### src/rtl/lfbe_pkg.sv
// Package for the LANC frame bit engine: item structs, config struct,
// phase enum, line action codes and frame constants. No dependencies.
package lfbe_pkg;

    localparam int FRAME_BYTES      = 8;
    localparam int TX_BYTES         = 2;
    localparam int BYTE_BITS        = 8;
    localparam int FRAME_BITS       = FRAME_BYTES * BYTE_BITS;
    localparam int TX_BITS          = TX_BYTES * BYTE_BITS;
    localparam int STOP_BIT_NUM     = BYTE_BITS + 1;
    localparam int BIT_INDEX_W      = 7;
    localparam int ELAPSED_W        = 16;
    localparam int TX_WORD_W        = 16;
    localparam int RX_WORD_W        = 32;
    localparam int CFG_DATA_W       = 16;
    localparam int CFG_INDEX_W      = 2;

    localparam logic [ELAPSED_W-1:0] ELAPSED_MAX = '1;

    localparam logic [CFG_INDEX_W-1:0] REG_BIT_TIME      = 2'd0;
    localparam logic [CFG_INDEX_W-1:0] REG_HALF_BIT_TIME = 2'd1;
    localparam logic [CFG_INDEX_W-1:0] REG_BYTE_TIME     = 2'd2;
    localparam logic [CFG_INDEX_W-1:0] REG_SYNC_GAP      = 2'd3;

    localparam logic [9:0]  RST_BIT_TIME      = 10'd104;
    localparam logic [8:0]  RST_HALF_BIT_TIME = 9'd52;
    localparam logic [11:0] RST_BYTE_TIME     = 12'd1200;
    localparam logic [15:0] RST_SYNC_GAP      = 16'd3000;

    localparam logic [1:0] ACT_NONE = 2'd0;
    localparam logic [1:0] ACT_ONE  = 2'd1;
    localparam logic [1:0] ACT_ZERO = 2'd2;
    localparam logic [1:0] ACT_IDLE = 2'd3;

    typedef enum logic [2:0] {
        PH_SEARCH     = 3'd0,
        PH_WAIT_START = 3'd1,
        PH_TX_BIT     = 3'd2,
        PH_TX_STOP    = 3'd3,
        PH_WAIT_NEXT  = 3'd4,
        PH_RX_BIT     = 3'd5
    } t_phase;

    typedef struct packed {
        logic        line_level;
        logic [15:0] command_word;
    } t_in_item;

    typedef struct packed {
        logic [1:0]  line_action;
        logic        frame_done;
        logic [31:0] reply_data;
    } t_out_item;

    typedef struct packed {
        logic [9:0]  bit_time;
        logic [8:0]  half_bit_time;
        logic [11:0] byte_time;
        logic [15:0] sync_gap;
    } t_cfg;

endpackage

### src/rtl/lanc_frame_bit_engine_top.sv
// Top level of the LANC frame bit engine: config registers, phase machine
// and result register. Depends on lfbe_pkg, lfbe_cfg, lfbe_core, lfbe_out_stage.
//
// One input item is one microsecond tick carrying the sampled line level and
// the pending command word; every tick yields exactly one result item with
// the line action, a frame-done flag and the 32-bit reply (bytes 4..7).
// The phase machine updates its state at the accepting edge and the result
// lands in the output register, so a new item is taken every cycle unless a
// full output register is stalled. Results appear in the cycle after
// acceptance. Write configuration only while idle.
module lanc_frame_bit_engine_top
    import lfbe_pkg::*;
(
    input  logic                   i_clk,
    input  logic                   i_rst_n,
    input  logic                   i_in_valid,
    output logic                   o_in_stall,
    input  t_in_item               i_in_item,
    output logic                   o_out_valid,
    input  logic                   i_out_stall,
    output t_out_item              o_out_item,
    input  logic                   i_cfg_we,
    input  logic [CFG_INDEX_W-1:0] i_cfg_index,
    input  logic [CFG_DATA_W-1:0]  i_cfg_data
);

    t_cfg      w_cfg;
    t_out_item w_result;
    logic      w_accept;

    assign o_in_stall = o_out_valid & i_out_stall;
    assign w_accept   = i_in_valid & ~o_in_stall;

    lfbe_cfg u_cfg (
        .i_clk       (i_clk),
        .i_rst_n     (i_rst_n),
        .i_cfg_we    (i_cfg_we),
        .i_cfg_index (i_cfg_index),
        .i_cfg_data  (i_cfg_data),
        .o_cfg       (w_cfg)
    );

    lfbe_core u_core (
        .i_clk    (i_clk),
        .i_rst_n  (i_rst_n),
        .i_step   (w_accept),
        .i_item   (i_in_item),
        .i_cfg    (w_cfg),
        .o_result (w_result)
    );

    lfbe_out_stage u_out (
        .i_clk   (i_clk),
        .i_rst_n (i_rst_n),
        .i_load  (w_accept),
        .i_item  (w_result),
        .i_stall (i_out_stall),
        .o_valid (o_out_valid),
        .o_item  (o_out_item)
    );

endmodule

### src/rtl/lfbe_cfg.sv
// Configuration registers of the LANC frame bit engine.
// Depends on lfbe_pkg.
module lfbe_cfg
    import lfbe_pkg::*;
(
    input  logic                   i_clk,
    input  logic                   i_rst_n,
    input  logic                   i_cfg_we,
    input  logic [CFG_INDEX_W-1:0] i_cfg_index,
    input  logic [CFG_DATA_W-1:0]  i_cfg_data,
    output t_cfg                   o_cfg
);

    t_cfg r_cfg;

    always_ff @(posedge i_clk) begin
        if (!i_rst_n) begin
            r_cfg.bit_time      <= RST_BIT_TIME;
            r_cfg.half_bit_time <= RST_HALF_BIT_TIME;
            r_cfg.byte_time     <= RST_BYTE_TIME;
            r_cfg.sync_gap      <= RST_SYNC_GAP;
        end else if (i_cfg_we) begin
            case (i_cfg_index)
                REG_BIT_TIME:      r_cfg.bit_time      <= i_cfg_data[9:0];
                REG_HALF_BIT_TIME: r_cfg.half_bit_time <= i_cfg_data[8:0];
                REG_BYTE_TIME:     r_cfg.byte_time     <= i_cfg_data[11:0];
                REG_SYNC_GAP:      r_cfg.sync_gap      <= i_cfg_data[15:0];
                default: ;
            endcase
        end
    end

    assign o_cfg = r_cfg;

endmodule

### src/rtl/lfbe_core.sv
// Frame phase machine of the LANC frame bit engine: tick timing, command
// bit sending and reply sampling. Depends on lfbe_pkg.
module lfbe_core
    import lfbe_pkg::*;
(
    input  logic      i_clk,
    input  logic      i_rst_n,
    input  logic      i_step,
    input  t_in_item  i_item,
    input  t_cfg      i_cfg,
    output t_out_item o_result
);

    t_phase                 r_phase, n_phase;
    logic [ELAPSED_W-1:0]   r_elapsed, n_elapsed;
    logic [BIT_INDEX_W-1:0] r_bit_index, n_bit_index;
    logic [TX_WORD_W-1:0]   r_tx_word, n_tx_word;
    logic [RX_WORD_W-1:0]   r_rx_word, n_rx_word;

    logic [ELAPSED_W-1:0]   w_tick;
    logic [2:0]             w_bit;
    logic [13:0]            w_bit_deadline;
    logic [13:0]            w_stop_deadline;
    logic [14:0]            w_rx_deadline;
    logic [16:0]            w_slot_sum;
    logic [1:0]             w_action;
    logic                   w_done;

    always_ff @(posedge i_clk) begin
        if (!i_rst_n) begin
            r_phase     <= PH_SEARCH;
            r_elapsed   <= '0;
            r_bit_index <= '0;
            r_tx_word   <= '0;
            r_rx_word   <= '0;
        end else if (i_step) begin
            r_phase     <= n_phase;
            r_elapsed   <= n_elapsed;
            r_bit_index <= n_bit_index;
            r_tx_word   <= n_tx_word;
            r_rx_word   <= n_rx_word;
        end
    end

    assign w_tick          = (r_elapsed == ELAPSED_MAX) ? r_elapsed : r_elapsed + 1'b1;
    assign w_bit           = r_bit_index[2:0];
    assign w_bit_deadline  = 14'(4'({1'b0, w_bit} + 4'd1)) * 14'(i_cfg.bit_time);
    assign w_stop_deadline = 14'(STOP_BIT_NUM) * 14'(i_cfg.bit_time);
    assign w_rx_deadline   = 15'(w_bit_deadline) + 15'(i_cfg.half_bit_time);
    assign w_slot_sum      = 17'(w_tick) + 17'(i_cfg.half_bit_time);

    always_comb begin
        n_phase     = r_phase;
        n_elapsed   = r_elapsed;
        n_bit_index = r_bit_index;
        n_tx_word   = r_tx_word;
        n_rx_word   = r_rx_word;
        w_action    = ACT_NONE;
        w_done      = 1'b0;
        case (r_phase)
            PH_SEARCH: begin
                n_elapsed = i_item.line_level ? w_tick : '0;
                if (n_elapsed > i_cfg.sync_gap) begin
                    n_tx_word = i_item.command_word;
                    n_phase   = PH_WAIT_START;
                end
            end
            PH_WAIT_START: begin
                if (!i_item.line_level) begin
                    n_bit_index = '0;
                    n_elapsed   = '0;
                    n_rx_word   = '0;
                    n_phase     = PH_TX_BIT;
                end
            end
            PH_TX_BIT: begin
                n_elapsed = w_tick;
                if (w_tick >= 16'(w_bit_deadline)) begin
                    w_action    = r_tx_word[r_bit_index[3:0]] ? ACT_ONE : ACT_ZERO;
                    n_bit_index = r_bit_index + 1'b1;
                    if (w_bit == 3'd7) begin
                        n_phase = PH_TX_STOP;
                    end
                end
            end
            PH_TX_STOP: begin
                n_elapsed = w_tick;
                if (w_tick >= 16'(w_stop_deadline)) begin
                    w_action = ACT_IDLE;
                    n_phase  = PH_WAIT_NEXT;
                end
            end
            PH_WAIT_NEXT: begin
                n_elapsed = w_tick;
                if ((w_slot_sum > 17'(i_cfg.byte_time)) && !i_item.line_level) begin
                    n_elapsed = '0;
                    n_phase   = (r_bit_index >= BIT_INDEX_W'(TX_BITS)) ? PH_RX_BIT : PH_TX_BIT;
                end
            end
            PH_RX_BIT: begin
                n_elapsed = w_tick;
                if (w_tick >= 16'(w_rx_deadline)) begin
                    if (i_item.line_level && (r_bit_index[6:5] == 2'b01)) begin
                        n_rx_word[r_bit_index[4:0]] = 1'b1;
                    end
                    n_bit_index = r_bit_index + 1'b1;
                    if (w_bit == 3'd7) begin
                        if (n_bit_index >= BIT_INDEX_W'(FRAME_BITS)) begin
                            w_done  = 1'b1;
                            n_phase = PH_SEARCH;
                        end else begin
                            n_phase = PH_WAIT_NEXT;
                        end
                    end
                end
            end
            default: begin
                n_phase = PH_SEARCH;
            end
        endcase
    end

    assign o_result.line_action = w_action;
    assign o_result.frame_done  = w_done;
    assign o_result.reply_data  = w_done ? n_rx_word : '0;

endmodule

### src/rtl/lfbe_out_stage.sv
// Result register of the LANC frame bit engine: holds one item until the
// receiver takes it. Depends on lfbe_pkg.
module lfbe_out_stage
    import lfbe_pkg::*;
(
    input  logic      i_clk,
    input  logic      i_rst_n,
    input  logic      i_load,
    input  t_out_item i_item,
    input  logic      i_stall,
    output logic      o_valid,
    output t_out_item o_item
);

    logic      r_valid;
    t_out_item r_item;

    always_ff @(posedge i_clk) begin
        if (!i_rst_n) begin
            r_valid <= 1'b0;
        end else begin
            r_valid <= i_load | (r_valid & i_stall);
        end
    end

    always_ff @(posedge i_clk) begin
        if (i_load) begin
            r_item <= i_item;
        end
    end

    assign o_valid = r_valid;
    assign o_item  = r_item;

endmodule
### config.mk
export PLATFORM = sky130hd
export DESIGN_NAME = lanc_frame_bit_engine_top
export DESIGN_NICKNAME = d
export VERILOG_FILES = /design/src/rtl/lfbe_pkg.sv /design/src/rtl/lanc_frame_bit_engine_top.sv /design/src/rtl/lfbe_cfg.sv /design/src/rtl/lfbe_core.sv /design/src/rtl/lfbe_out_stage.sv
export SDC_FILE = /design/constraint.sdc
export NUM_CORES = 1
export LEC_CHECK = 0
export BUFFER_PORTS_ARGS = -buffer_cell sky130_fd_sc_hd__clkbuf_2
export CAP_MARGIN = 20
export CORE_ASPECT_RATIO = 1.4
export CORE_MARGIN = 5
export CORE_UTILIZATION = 62
export CTS_CLUSTER_SIZE = 28
export DETAILED_ROUTE_END_ITERATION = 16
export PLACE_DENSITY = 0.8
export SLEW_MARGIN = 5
export SYNTH_ARGS = -nofsm -noshare
export SYNTH_HDL_FRONTEND = slang
export SYNTH_SLANG_ARGS = --single-unit
### constraint.sdc
create_clock -name i_clk -period 9 [get_ports i_clk]
set_input_delay 1.35 -clock i_clk [delete_from_list [all_inputs] [get_ports i_clk]]
set_output_delay 1.35 -clock i_clk [all_outputs]
set_load 0.02 [all_outputs]
# == Word level (Yosys, flattened, before mapping) ==
# Index checks and enable logic that the tools add are counted.
# op_classes
add_sub_neg,5
mul,2
n_lt_le_gt_ge,10
n_eq_ne,19
n_mux,36
bitwise_logic,5
n_reduce_logical,17
# ops
operator,count
32-bit 2-to-1 mux,3
16-bit 2-to-1 mux,4
16-bit case mux with 4 select lines,1
32-bit case mux with 2 select lines,1
16-bit by 14-bit greater-or-equal comparator with 1-bit output,2
32-bit bitwise OR,1
3-bit 2-to-1 mux,10
7-bit 2-to-1 mux,3
7-bit case mux with 3 select lines,1
3-bit case mux with 6 select lines,1
16-bit by 9-bit adder with 17-bit output,1
17-bit by 12-bit > comparator with 1-bit output,1
"16-bit by 1-bit adder with 16-bit output, second input constant",1
"16-bit == test, second input constant",1
16-bit by 15-bit greater-or-equal comparator with 1-bit output,1
16-bit > comparator,1
14-bit by 9-bit adder with 15-bit output,1
4-bit by 10-bit multiplier with 14-bit output,1
"4-bit by 10-bit multiplier with 14-bit output, first input constant",1
"2-bit by 1-bit inequality test with 1-bit output, second input constant",7
"3-bit == test, second input constant",3
9-bit AND reduction,1
2-bit AND reduction,4
"7-bit by 1-bit adder with 7-bit output, second input constant",1
28 further kinds,42
# word_totals
ff_bits,157
in_bits,40
output_inout_bits,37
wordCells,107

# == Logic depth before layout (Yosys ltp) ==
# depth
ltp_word,8
depth_mapped,33
ltp_nobuf,30

# == Hierarchy ==
# A second synthesis with hierarchy kept.
# unflattened
hier_cells,1295
area_unflattened_um2,11451.0
# by_module_without_submodules
mod,n_inst,cells_each,area_each_um2,seq_area_each_um2
lfbe_core,1,1068,8486.9,1481.4
lfbe_cfg,1,187,1868.0,940.9
lfbe_out_stage,1,38,1082.3,1071.0
lanc_frame_bit_engine_top,1,2,13.8,0.0

# == Least setup slack after synthesis ==
# Ideal clock, no wire load.
# synth_path
path_type,reg-to-reg
start,register u_core.r_bit_index[0]
end,register u_core.r_rx_word[13]
setup_time_ps,117
t_arrival_ps,7042
t_required_ps,8883
setup_slack_ps,1841
path_stages_with_launch,33
path_buffers,3
synth_period_minus_slack_ps,7159
path_cell_list,dfxtp_1 clkbuf_1 clkinv_1 ha_1 clkbuf_1 and2_1 fa_1 inv_1 fa_1 inv_1 ha_1 nor2b_1 o21ai_0 a21boi_0 o21ai_0 nand2b_1 xor2_1 ha_1 nand2_1 o21ai_0 nand3_1 nor3_1 xor2_1 ha_1 o21a_1 o21ai_0 nor2_1 and3_1 a221oi_1 a21oi_1 and3_1 clkbuf_1 a32o_1
# synth_between
elab_chain_cells,8
elab_cells_between_ends,13
classes_between,add/sub: 2; mul: 1; order compare: 3; mux: 5; bitwise: 1; reduce/logical: 1
# synth_lines
item,line,rtl
"start, declared",lfbe_core.sv:16,"logic [BIT_INDEX_W-1:0] r_bit_index, n_bit_index;"
"start signal, assigned",lfbe_core.sv:39,r_bit_index <= n_bit_index;
"parallel branches: the longest is 6 deep, another holds 16-bit by 15-bit greater-or-equal comparator with 1-bit output",n/a,
32-bit 2-to-1 mux (*),lfbe_core.sv:102,if (w_tick >= 16'(w_rx_deadline)) begin
32-bit case mux with 2 select lines (*),lfbe_core.sv:60,case (r_phase)
"end signal, assigned",lfbe_core.sv:41,r_rx_word <= n_rx_word;
"end, declared",lfbe_core.sv:18,"logic [RX_WORD_W-1:0] r_rx_word, n_rx_word;"
# Mark *: on every way between the ends.
# A chain may end at the register's enable or synchronous reset.

# == Final worst setup path ==
# layout_path
start,register u_core.r_bit_index[0]
end,"register u_out.r_item, in the netlist u_out.o_item[22] (data pin)"
# layout_between
elab_chain_cells,8
elab_cells_between_ends,20
classes_between,add/sub: 3; mul: 1; order compare: 4; eq/ne: 1; mux: 9; bitwise: 1; reduce/logical: 1
# layout_lines
item,line,rtl
"parallel branches: the longest is 8 deep, another holds 16-bit by 15-bit greater-or-equal comparator with 1-bit output",n/a,
"end signal, assigned",lfbe_out_stage.sv:28,r_item <= i_item;
"end, declared",lfbe_out_stage.sv:16,t_out_item r_item;
# Several ways; the timed one is not identified.

==> results.json <==
{
  "synth_compound_gate_area_share_pct": 17.6,
  "fp.dieH_um": 170,
  "path_common_cell": "o21ai_0",
  "intPower_mw": 1.20,
  "wl_per_cell_um": 17.9,
  "num_vias": 9873,
  "hold_buffers": 0,
  "clock_latency_ns": 0.44,
  "antenna_found_initial": 0,
  "portBuffers": 76,
  "ys_seq_area_share_pct": 30.8,
  "grt_max_degree": 95,
  "globalRoute.busiestLayer": "met2",
  "syn-num-nets": 1502,
  "ys_types": 79,
  "core_area_mm2": 0.0180,
  "place_congestion": 0.921,
  "dp_hpwl_um": 21500,
  "die_area_mm2": 0.0212,
  "final_cell_mix": "nand2_1 (181), ha_1 (128), dfxtp_1 (121)",
  "power.density_mw_per_mm2": 133,
  "fin_skew_ns": 0.0117,
  "peakVddDrop_mv": 0.0922,
  "power_switching_mw": 0.458,
  "place_area_mm2": 0.0118,
  "period_share_pct": 89.8,
  "syn_area_mm2": 0.0114,
  "ys.warnings.count": 0,
  "use_met2_pct": 51.5,
  "layout_min_cycle_time_ns": 8.08,
  "cp.required_ns": 9.19,
  "firstDrtPassIters": 6,
  "combPwrFrac_pct": 9.6,
  "via_per_inst": 6.12,
  "clock_power_share_pct": 45.3,
  "synth-async-reset-ratio_pct": 0,
  "fp-row-count": 58,
  "slew_headroom_pct": 20.0,
  "synthAdderAreaFrac_pct": 17.5,
  "cp_max_fo": 12,
  "crit_path_max_incr_delay_ns": 0.53,
  "track_usage_pct": 27.1,
  "die_w_um": 124,
  "r2r_slack_ns": 0.92,
  "clk_pin_slew_worst_paths_ns": 0.07,
  "use_met3_pct": 3.96,
  "synth-simple-area-share_pct": 22.1,
  "antenna_cells": 0,
  "initial_core_util_pct": 63.1,
  "arrival_ns": 8.28,
  "rsz0062_at_grt": "false",
  "synthFlopType": "dfxtp_1",
  "clock-sinks": 157,
  "stdcell_count": 1613,
  "syn_area_per_cell_um2": 8.64,
  "post_cts_resized": 0,
  "cts_tree": "yes",
  "grt_util_met1_pct": 28.9,
  "crit_buf_inv": 3,
  "setup-tns-final_ns": 0,
  "drc": 0,
  "finalWirelength_um": 28900,
  "status": "finished, final reports clean",
  "power_mw": 1.65,
  "clockRootBuffer": "clkbuf_16",
  "maxCapViolCount": 0,
  "layout_commonest_cell": "nand2_1",
  "fmax_mhz": 124,
  "overflow": 0,
  "path_delay_family": "adder cells",
  "ys_ff_latch": 157,
  "worstSetupEndpointType": "register",
  "seqPwrFrac_pct": 45.1,
  "design_area_mm2": 0.0124,
  "grt_pass1_vias": 9626,
  "synthMuxAreaShare_pct": 2.85,
  "startpoint_type": "register",
  "nets": 1547,
  "drive_above_1_share_pct": 10.7,
  "seq_area_mm2": 0.00349,
  "setup_viol": 0,
  "swShare_pct": 27.7,
  "drt.antenna.violating_nets": 0,
  "netlist_instances": 1315,
  "hold_class": "reg2reg",
  "post_cts_buffers": 0,
  "maxSlewViolCount": 0,
  "hold_violations": 0,
  "cts_buffers": 17,
  "synth_edf_count": 35,
  "grt_pass1_wl_um": 46900,
  "htree_num_levels": 4,
  "areaGrowthSynthToFinish_pct": 9.52,
  "yosys.area_share.xor_xnor_pct": 3.16,
  "fill_cells": 1451,
  "boundaryPins": 77,
  "worstMarginPinSlew_ns": 1.19,
  "multi_input_area_mm2": 0.00717,
  "leakagePower_nw": 5.46,
  "drt_iter0_drc": 826,
  "crit_type": "reg2reg",
  "clk_path_buf_depth": 2,
  "cp_slowest_cell": "ha_1",
  "synth_top_family_by_area": "simple AND/OR/NAND/NOR gates",
  "place_inst": 1581
}
==> flip-flops by register name, summed over array words and instances, names as in the netlist <==
register / cells
u_out.o_valid: 1
u_core.r_bit_index: 7
u_cfg.o_cfg: 47
u_out.o_item: 35
u_core.r_elapsed: 16
u_core.r_tx_word: 16
u_core.r_phase: 3
u_core.r_rx_word: 32
==> cells in the mapped netlist, types with 12 or more instances <==
cell type	instances	share of area [%]
o211ai_1	15	0.99
nand2_1	181	6.0
a32o_1	20	1.8
nor3_1	17	0.75
nand4_1	15	0.83
o21a_1	12	0.79
xnor2_1	24	1.9
a21o_1	22	1.5
clkbuf_1	42	1.4
ha_1	128	14
a32oi_1	16	1.2
o21ai_0	68	3.0
nand3_1	38	1.7
edfxtp_1	35	9.3
nand2b_1	13	0.72
inv_1	109	3.6
nor2_1	51	1.7
a21oi_1	44	1.9
fa_1	19	3.3
dfxtp_1	122	22
and2_1	61	3.4
xor2_1	17	1.3
nor2b_1	55	3.0
mux2i_1	20	1.8
a21boi_0	37	2.4
==> power by group through the flow <==
stage | combinational (mW) | sequential [mW] | clock (mW)
finish | 0.160 | 0.746 | 0.749
global route | 0.178 | 0.748 | 0.782
CTS | 0.160 | 0.746 | 0.753
detailed placement | 0.158 | 0.762 | 0
global placement | 0.153 | 0.762 | 0
floorplan | 0.101 | 0.769 | 0
==> through the flow <==
step                      worst slack (ns)  util [%]  hold slack, ns
after global routing                 0.202      69.1           0.480
after detailed placement             0.895      65.7           0.453
after CTS                            0.660      69.1           0.469
after floorplan                       1.84         -           0.441
after global placement                1.16      65.7           0.447
final                                0.916      69.1           0.467
==> per-layer routing <==
metal | vias to the layer above | routed length [um]
met4 | 0 | 1600
met2 | 359 | 15200
met3 | 100 | 1400
li1 | 4716 | -
met5 | - | 0
met1 | 4698 | 10800
==> path summary, 6_finish.rpt <==
kind | endpoint | startpoint | cells past startpoint
worst max-delay path | u_out.o_item[22] | u_core.r_bit_index[0] | 30
worst max register to register | u_out.o_item[22] | u_core.r_bit_index[0] | 30
worst min register to register | u_cfg.o_cfg[2] | u_cfg.o_cfg[2] | 2
worst min-delay path | u_cfg.o_cfg[2] | u_cfg.o_cfg[2] | 2
==> layout make-up <==
cell class              instances  area share [%]
multi-input cells             989            57.7
clock inverters                15            1.54
well taps                     240            2.41
flip-flops and latches        157            28.1
inverters                     112            3.38
repair buffers                 83            3.48
clock buffers                  17            3.42
==> worst reg2reg max path, delay by kind of cell (launching register included) <==
family          cells  cell delay (ns)
fa+ha+maj           6             2.50
simple gates        9             1.65
xor+xnor            2             0.36
compound gates     10             2.36
buf+inv             3             0.46
flops               1             0.52
==> cell families (layout without fill, tap and decap cells) <==
| group | after synthesis | count (layout) |
|---|---|---|
| adders and majority gates | 147 | 147 |
| AOI/OAI and AO/OA | 287 | 287 |
| xor gates and xnor gates | 41 | 41 |
| and+or+nand+nor | 488 | 488 |
| muxes | 26 | 26 |
| buffers and inverters | 169 | 227 |
| DFF | 157 | 157 |
(Power assumes the default switching activity.)
